$ cat src/gregu_pkg.sv
// Shared constants, types and constant functions of the gamma ramp entry generator.
`default_nettype none

package gregu_pkg;

   localparam int LQ               = 30;
   localparam int FRAC_BITS        = 12;
   localparam int MAX_RAMP_ENTRIES = 4096;
   localparam int IDX_W            = 12;
   localparam int RAMP_W           = 13;
   localparam int CFG_W            = 16;
   localparam int VAL_W            = 16;
   localparam int CSR_IDX_W        = 2;
   localparam int MANT_W           = LQ + 1;
   localparam int LOG_W            = LQ + 4;
   localparam int QUO_W            = LOG_W + FRAC_BITS;
   localparam int SH_W             = $clog2(LQ + 1);
   localparam int LOG_LAT          = LQ + 1;
   localparam int DIV_LAT          = QUO_W;

   localparam logic [RAMP_W-1:0] RAMP_ENTRIES_RST = 13'd256;
   localparam logic [CFG_W-1:0]  ONE_Q12          = 16'd4096;

   typedef enum logic [CSR_IDX_W-1:0] {
      CSR_RAMP_ENTRIES = 2'd0,
      CSR_CONTRAST     = 2'd1,
      CSR_BRIGHTNESS   = 2'd2,
      CSR_GAMMA        = 2'd3
   } csr_index_type;

   typedef struct packed {
      logic [IDX_W-1:0] idx;
      logic             zero;
   } side_type;

   function automatic longint unsigned isqrt64(input longint unsigned v);
      longint unsigned x;
      longint unsigned r;
      longint unsigned b;
      x = v;
      r = 0;
      b = 64'h4000_0000_0000_0000;
      while (b > x) b = b >> 2;
      while (b != 0) begin
         if (x >= r + b) begin
            x = x - (r + b);
            r = (r >> 1) + b;
         end else begin
            r = r >> 1;
         end
         b = b >> 2;
      end
      return r;
   endfunction

   // Factor 2^(-2^-k) in Q.30, built as a chain of floored square roots.
   function automatic logic [LQ-1:0] exp_const(input int k);
      longint unsigned c;
      c = longint'(1) << (LQ - 1);
      for (int i = 0; i < k; i++) begin
         c = isqrt64(c << LQ);
      end
      return LQ'(c);
   endfunction

endpackage

`default_nettype wire

$ cat src/gregu_div.sv
// Pipelined restoring divider, one quotient bit per stage.
`default_nettype none

module gregu_div (
   input  wire logic                        clock,
   input  wire logic                        adv,
   input  wire logic [gregu_pkg::LOG_W-1:0] in_d,
   input  wire logic [gregu_pkg::CFG_W-1:0] divisor,
   output logic      [gregu_pkg::QUO_W-1:0] quotient
);

   localparam int QW = gregu_pkg::QUO_W;
   localparam int GW = gregu_pkg::CFG_W;

   logic [QW-1:0] num0;
   logic [GW-1:0] rem_ff [0:QW-2];
   logic [QW-1:0] num_ff [0:QW-2];
   logic [QW-1:0] quo_ff [0:QW-1];

   assign num0 = {in_d, gregu_pkg::FRAC_BITS'(0)};

   for (genvar j = 0; j < QW; j++) begin : g_bit
      logic [GW-1:0] rem_p;
      logic [QW-1:0] num_p;
      logic [QW-1:0] quo_p;
      logic [GW:0]   trial;
      logic [GW-1:0] rem_in;
      logic [QW-1:0] quo_in;

      if (j == 0) begin : g_first
         assign rem_p = '0;
         assign num_p = num0;
         assign quo_p = '0;
      end else begin : g_next
         assign rem_p = rem_ff[j-1];
         assign num_p = num_ff[j-1];
         assign quo_p = quo_ff[j-1];
      end

      always_comb begin
         trial = {rem_p, num_p[QW-1-j]};
         if (trial >= {1'b0, divisor}) begin
            rem_in = GW'(trial - {1'b0, divisor});
            quo_in = quo_p | (QW'(1) << (QW - 1 - j));
         end else begin
            rem_in = trial[GW-1:0];
            quo_in = quo_p;
         end
      end

      always_ff @(posedge clock) begin
         if (adv) begin
            quo_ff[j] <= quo_in;
         end
      end

      if (j < QW - 1) begin : g_rem
         always_ff @(posedge clock) begin
            if (adv) begin
               rem_ff[j] <= rem_in;
               num_ff[j] <= num_p;
            end
         end
      end
   end

   assign quotient = quo_ff[QW-1];

endmodule

`default_nettype wire

$ cat config.mk
export PLATFORM = sky130hd
export DESIGN_NAME = gregu_div
export DESIGN_NICKNAME = d
export VERILOG_FILES = /design/src/gregu_pkg.sv /design/src/gregu_div.sv
export SDC_FILE = /design/constraint.sdc
export NUM_CORES = 2
export LEC_CHECK = 0
export BUFFER_PORTS_ARGS = -buffer_cell sky130_fd_sc_hd__buf_2
export CORE_ASPECT_RATIO = 0.8
export CORE_MARGIN = 4
export CORE_UTILIZATION = 35
export CTS_CLUSTER_SIZE = 25
export DETAILED_ROUTE_END_ITERATION = 6
export SETUP_SLACK_MARGIN = 0.15
export SYNTH_ARGS = -nofsm -noshare
export SYNTH_HDL_FRONTEND = slang
export SYNTH_MEMORY_MAX_BITS = 65536
export SYNTH_SLANG_ARGS = --single-unit
$ cat constraint.sdc
create_clock -name clock -period 3.9 [get_ports clock]
set_clock_uncertainty 0.1 [all_clocks]
set_input_delay 0.39 -clock clock [delete_from_list [all_inputs] [get_ports clock]]
set_output_delay 0.39 -clock clock [all_outputs]
set_load 0.01 [all_outputs]
Word level (Yosys, flattened, before mapping)
Memory sizes are Yosys's and may differ from the RTL's.
Cells that the tools add are included.
{ "op_classes": {"addsub": 45, "n_lt_le_gt_ge": 46, "mux": 93} }
{ "op_table": {"columns": ["op", "n"], "rows": [
  ["greater-or-equal comparator 17 x 16 -> 1 bit", 45],
  ["2-to-1 mux 16 bit", 46],
  ["subtractor 16 bit", 44],
  ["2-to-1 mux 46 bit", 1],
  ["2-to-1 mux 45 bit", 1],
  ["2-to-1 mux 44 bit", 1],
  ["2-to-1 mux 43 bit", 1],
  ["2-to-1 mux 42 bit", 1],
  ["2-to-1 mux 41 bit", 1],
  ["2-to-1 mux 40 bit", 1],
  ["2-to-1 mux 39 bit", 1],
  ["2-to-1 mux 38 bit", 1],
  ["2-to-1 mux 37 bit", 1],
  ["2-to-1 mux 36 bit", 1],
  ["2-to-1 mux 35 bit", 1],
  ["2-to-1 mux 34 bit", 1],
  ["2-to-1 mux 33 bit", 1],
  ["2-to-1 mux 32 bit", 1],
  ["2-to-1 mux 31 bit", 1],
  ["2-to-1 mux 30 bit", 1],
  ["2-to-1 mux 29 bit", 1],
  ["2-to-1 mux 28 bit", 1],
  ["2-to-1 mux 27 bit", 1],
  ["2-to-1 mux 26 bit", 1],
  ["26 further kinds", 28]
]} }
{ "totals": {"regBits": 0, "ram_bits": 4906, "inputBits": 52, "out_inout_bits": 46, "word_cells": 187, "memories": 3} }
{ "memory_table": {"columns": ["name", "words", "width", "rd", "rd_clocked_by_memory_dff", "wr", "line_no", "rtl"], "rows": [
  ["quo_ff", 46, 46, 46, 0, 46, "gregu_div.sv:18", "logic [QW-1:0] quo_ff [0:QW-1];"],
  ["num_ff", 45, 46, 45, 0, 45, "gregu_div.sv:17", "logic [QW-1:0] num_ff [0:QW-2];"],
  ["rem_ff", 45, 16, 45, 0, 45, "gregu_div.sv:16", "logic [GW-1:0] rem_ff [0:QW-2];"]
]} }

Longest topological paths before layout
An unclocked memory read counts as a cell.
{ "logic_depth": {"depth_word": 3, "depth_mapped": 14, "ltp_nobuf": 12} }

Least setup slack after synthesis
OpenSTA, ideal clock, no wires.
{ "synth_path": {"kind": "input to register", "startpoint": "input divisor[1] (netlist name)", "endpoint": "memory rem_ff[1][56] (netlist name) (data pin)", "setup_time_ns": 0.260, "arrival_time_ns": 3.911, "required_time_ns": 3.540, "path_slack_ns": -0.371, "cell_stages": 13, "n_path_buf": 2, "path_cell_list": "clkbuf_1 -> inv_1 -> ha_1 -> nor2b_1 -> o21ai_1 -> a21boi_1 -> o41ai_2 -> o21ai_1 -> a21oi_2 -> a21oi_1 -> a2111oi_4 -> buf_6 -> mux2_2"} }
{ "synth_rtl": {"columns": ["item", "line_no", "rtl"], "rows": [
  ["from (decl)", "gregu_div.sv:8", "input wire logic [gregu_pkg::CFG_W-1:0] divisor,"],
  ["to (decl)", "gregu_div.sv:16", null]
]} }

==> results.py <==
metrics = {
    "status": {
        "status": "complete, no violations",
    },
    "die": {
        "num_io_pins": 98,
        "start_util": 0.351,
        "dieArea_sq_um": 324000,
        "die_w_um": 636,
        "fp.coreArea_sq_um": 314000,
        "rows": 184,
        "die_h_um": 510,
    },
    "run": {
        "maxCapViolCount": 0,
    },
    "drt": {
        "wl_per_cell_um": 18.2,
        "drt_wl_total_um": 235000,
        "vias": 65700,
        "drt_iter0_drc": 5595,
        "firstDrtPassIters": 7,
        "ant_nets": 0,
        "vias_per_cell": 5.09,
        "drc": 0,
    },
    "worst_setup_path": {
        "cp-end-kind": "flip-flop",
        "cp_cell_sequence": "dlygate4sd3_1 -> buf_2 -> inv_2 -> buf_4 -> ha_1 -> nand4_1 -> nor4_1 -> buf_4 -> nor4b_1 -> a22oi_2 -> buf_12 -> mux2_2",
        "r2r_cells": 11,
        "timing.rr.start": "num_ff[1][118]",
        "crit_path_frequent_cell": "buf_4",
        "crit_arrival_ps": 3960,
        "required_ps": 4380,
        "r2r_slack_ps": 520,
        "crit_slowest_cell": "nor4_1",
        "cp_max_fo": 18,
        "critPathBufInv": 6,
        "reg2reg_to": "rem_ff[1][62]",
        "crit_type": "primary input to flip-flop",
        "slowest_delay_ps": 610,
        "crit_family": "buffers and inverters",
        "start_kind": "primary input",
    },
    "sta": {
        "tightestPinTransition_ps": 1010,
        "hold_viol_final": 0,
        "setup_viol": 0,
        "relSlewSlack": 0.330,
        "rsz0062_at_grt": "no",
        "slew_viol_final": 0,
        "clock.fmax_mhz": 287,
        "final.period_utilization": 0.893,
        "fin_crit_ps": 3480,
        "finalSetupTns_ps": 0,
    },
    "final_layout": {
        "fin_util": 0.413,
        "areaGrowthSynthToFinish_pct": 17.5,
        "multi_input_area_sq_um": 38200,
        "drive_above_1_share": 0.166,
        "final_nets": 9340,
        "nFillCells": 28400,
        "ff_latch_area_sq_um": 70900,
    },
    "cts": {
        "post_cts_buffers": 0,
        "clock-sinks": 2362,
        "insertion_delay_ps": 860,
        "cts_tree": "yes",
        "root_buffer": "clkbuf_16",
        "path_clk_slew_ps": 60,
        "max-clock-path-buffers": 4,
        "numCtsBuffers": 266,
        "htree_levels": 5,
    },
    "global_routing": {
        "grt_pass1_vias": 65300,
        "grt_max_degree": 114,
        "antenna_found_initial": 6,
        "grtUsageTotal": 0.142,
        "overflow": 0,
        "grt_pass1_wl_um": 368000,
    },
    "synth": {
        "async_flop_share": 0,
        "synth_edf_count": 2362,
        "synth-seq-cells": 2362,
        "yosysWarnings": 0,
        "synth_flop_cell": "edfxtp_1",
        "netlist_area_sq_um": 110000,
        "syn_area_per_cell_sq_um": 14.3,
        "ys_types": 101,
        "syn_nets": 8536,
        "ys_seq_area_frac": 0.643,
        "synthesis.instances": 7719,
    },
    "hold_path": {
        "hold_end": "rem_ff[0][0]",
        "holdCritPathClass": "primary input to flip-flop",
        "hold_depth": 4,
        "min_from": "divisor[0]",
    },
    "pwr": {
        "power_per_cell_area_nw_per_um2": 816,
        "ir_worst_vdd_mv": 0.429,
        "p_leak_nw": 48.3,
    },
    "placed_design": {
        "gp_congestion": 0.888,
        "portBuffers": 97,
        "hpwl_um": 160000,
    },
}
worst reg2reg max path: cells and delay by family, from the launching register on:
family          cells  cell delay [ps]
flops               1              430
fa+ha+maj           2              620
buf+inv             1               90
mux                 1              300
compound gates      5             1350
simple gates        2              230
kinds of logic after synthesis:
logic type                 count (synthesis)  share of synthesized area
muxes                                    410                     0.0425
buffers and inverters                    350                     0.0134
xor gates and xnor gates                 501                     0.0398
adders and majority gates                765                     0.0898
and+or+nand+nor                         1625                     0.0713
AOI/OAI and AO/OA                       1706                      0.100
DFF                                     2362                      0.643
power breakdown:
part / leakage, nW / switching, mW / internal (mW)
Sequential: 23.1 / 3.22 / 36.0
Combinational: 21.1 / 21.7 / 20.5
Clock: 4.08 / 10.0 / 14.4
Total: 48.3 / 34.9 / 70.9
per-stage QoR:
step / cells / worst slack (ps) / area (sq um) / hold slack [ps] / total power, mW
2_1_floorplan: 7719 / -140 / 111000 / 300 / 68.6
6_report: 12900 / 418 / 130000 / 121 / 106
3_5_place_dp: 12400 / 70.6 / 121000 / 305 / 81.2
5_1_grt: 12900 / 229 / 130000 / 104 / 113
4_1_cts: 12900 / 509 / 130000 / 56.8 / 107
3_3_place_gp: 12400 / 91.7 / 121000 / 300 / 80.2
flip-flops by register name (all words and copies together) (netlist names):
name / flops
quo_ff: 1081
num_ff: 561
rem_ff: 720
per-layer routing:
layer / part of all wire / up-vias / GRT usage / routed length [um]
li1: - / 31500 / - / -
met1: 0.49 / 32100 / 0.209 / 115000
met2: 0.43 / 1640 / 0.214 / 101000
met3: 0.054 / 448 / 0.0223 / 12800
met4: 0.029 / 0 / 0.0433 / 6740
met5: 0 / - / 0 / 0
worst max path at each step:
stage	endpoint	cells past startpoint	start	slack, ps
6_report	rem_ff[0][55]	12	divisor[14]	420
5_1_grt	rem_ff[1][30]	12	num_ff[1][28]	230
4_1_cts	rem_ff[1][30]	12	num_ff[1][28]	510
3_5_place_dp	rem_ff[2][174]	12	divisor[6]	70
3_3_place_gp	rem_ff[0][55]	10	divisor[13]	90
2_1_floorplan	rem_ff[1][153]	13	divisor[1]	-140
layout by cell type, fill, tap and decap left out, drive strengths merged, types with 29 or more instances in the layout:
cell | Yosys | routed
xor2 | 176 | 176
o211ai | 34 | 34
a31oi | 58 | 58
a21boi | 39 | 39
nand4 | 113 | 113
buf | 40 | 604
a21o | 156 | 156
o21a | 109 | 109
nand2 | 415 | 415
o21ai | 454 | 454
o21bai | 41 | 41
mux2 | 361 | 361
inv | 245 | 248
xnor2 | 325 | 325
a21oi | 470 | 470
nand2b | 97 | 97
or3 | 38 | 38
dlygate4sd3 | 0 | 37
clkinv | 0 | 95
mux2i | 49 | 49
o31ai | 50 | 50
o31a | 41 | 41
or2 | 29 | 29
fa | 44 | 44
nor4 | 35 | 35
clkbuf | 65 | 325
nor3 | 153 | 153
a211oi | 46 | 46
nor2 | 419 | 419
and2 | 31 | 31
edfxtp | 2362 | 2362
ha | 721 | 721
nor2b | 109 | 109
nand3 | 113 | 113
final cells by class:
| type | count | area share |
|---|---|---|
| diodes | 1 | 0.0000193 |
| clock buffers | 325 | 0.0542 |
| clock inverters | 140 | 0.0104 |
| inverters | 245 | 0.00735 |
| multi-input cells | 5007 | 0.295 |
| flip-flops and latches | 2362 | 0.547 |
| well taps | 4185 | 0.0404 |
| repair buffers | 641 | 0.0458 |
cells in the mapped netlist, types with 152 or more instances:
cell type  number  area [sq um]
nor3_1        152           761
nor2_1        419          1570
edfxtp_1     2362         70900
a21oi_1       460          2300
xnor2_1       325          2850
o21ai_0       433          2170
xor2_1        176          1540
inv_1         244           916
nand2_1       414          1550
mux2_2        310          3490
ha_1          721          9020
a21o_1        156          1170
repair_timing:
| item | 4_1_cts | 5_1_grt |
|---|---|---|
| resized for setup | 0 | 0 |
| hold buffers | 37 | 0 |
| hold endpoints to repair | 62 | 0 |
Power figures use the tool's default switching activity.
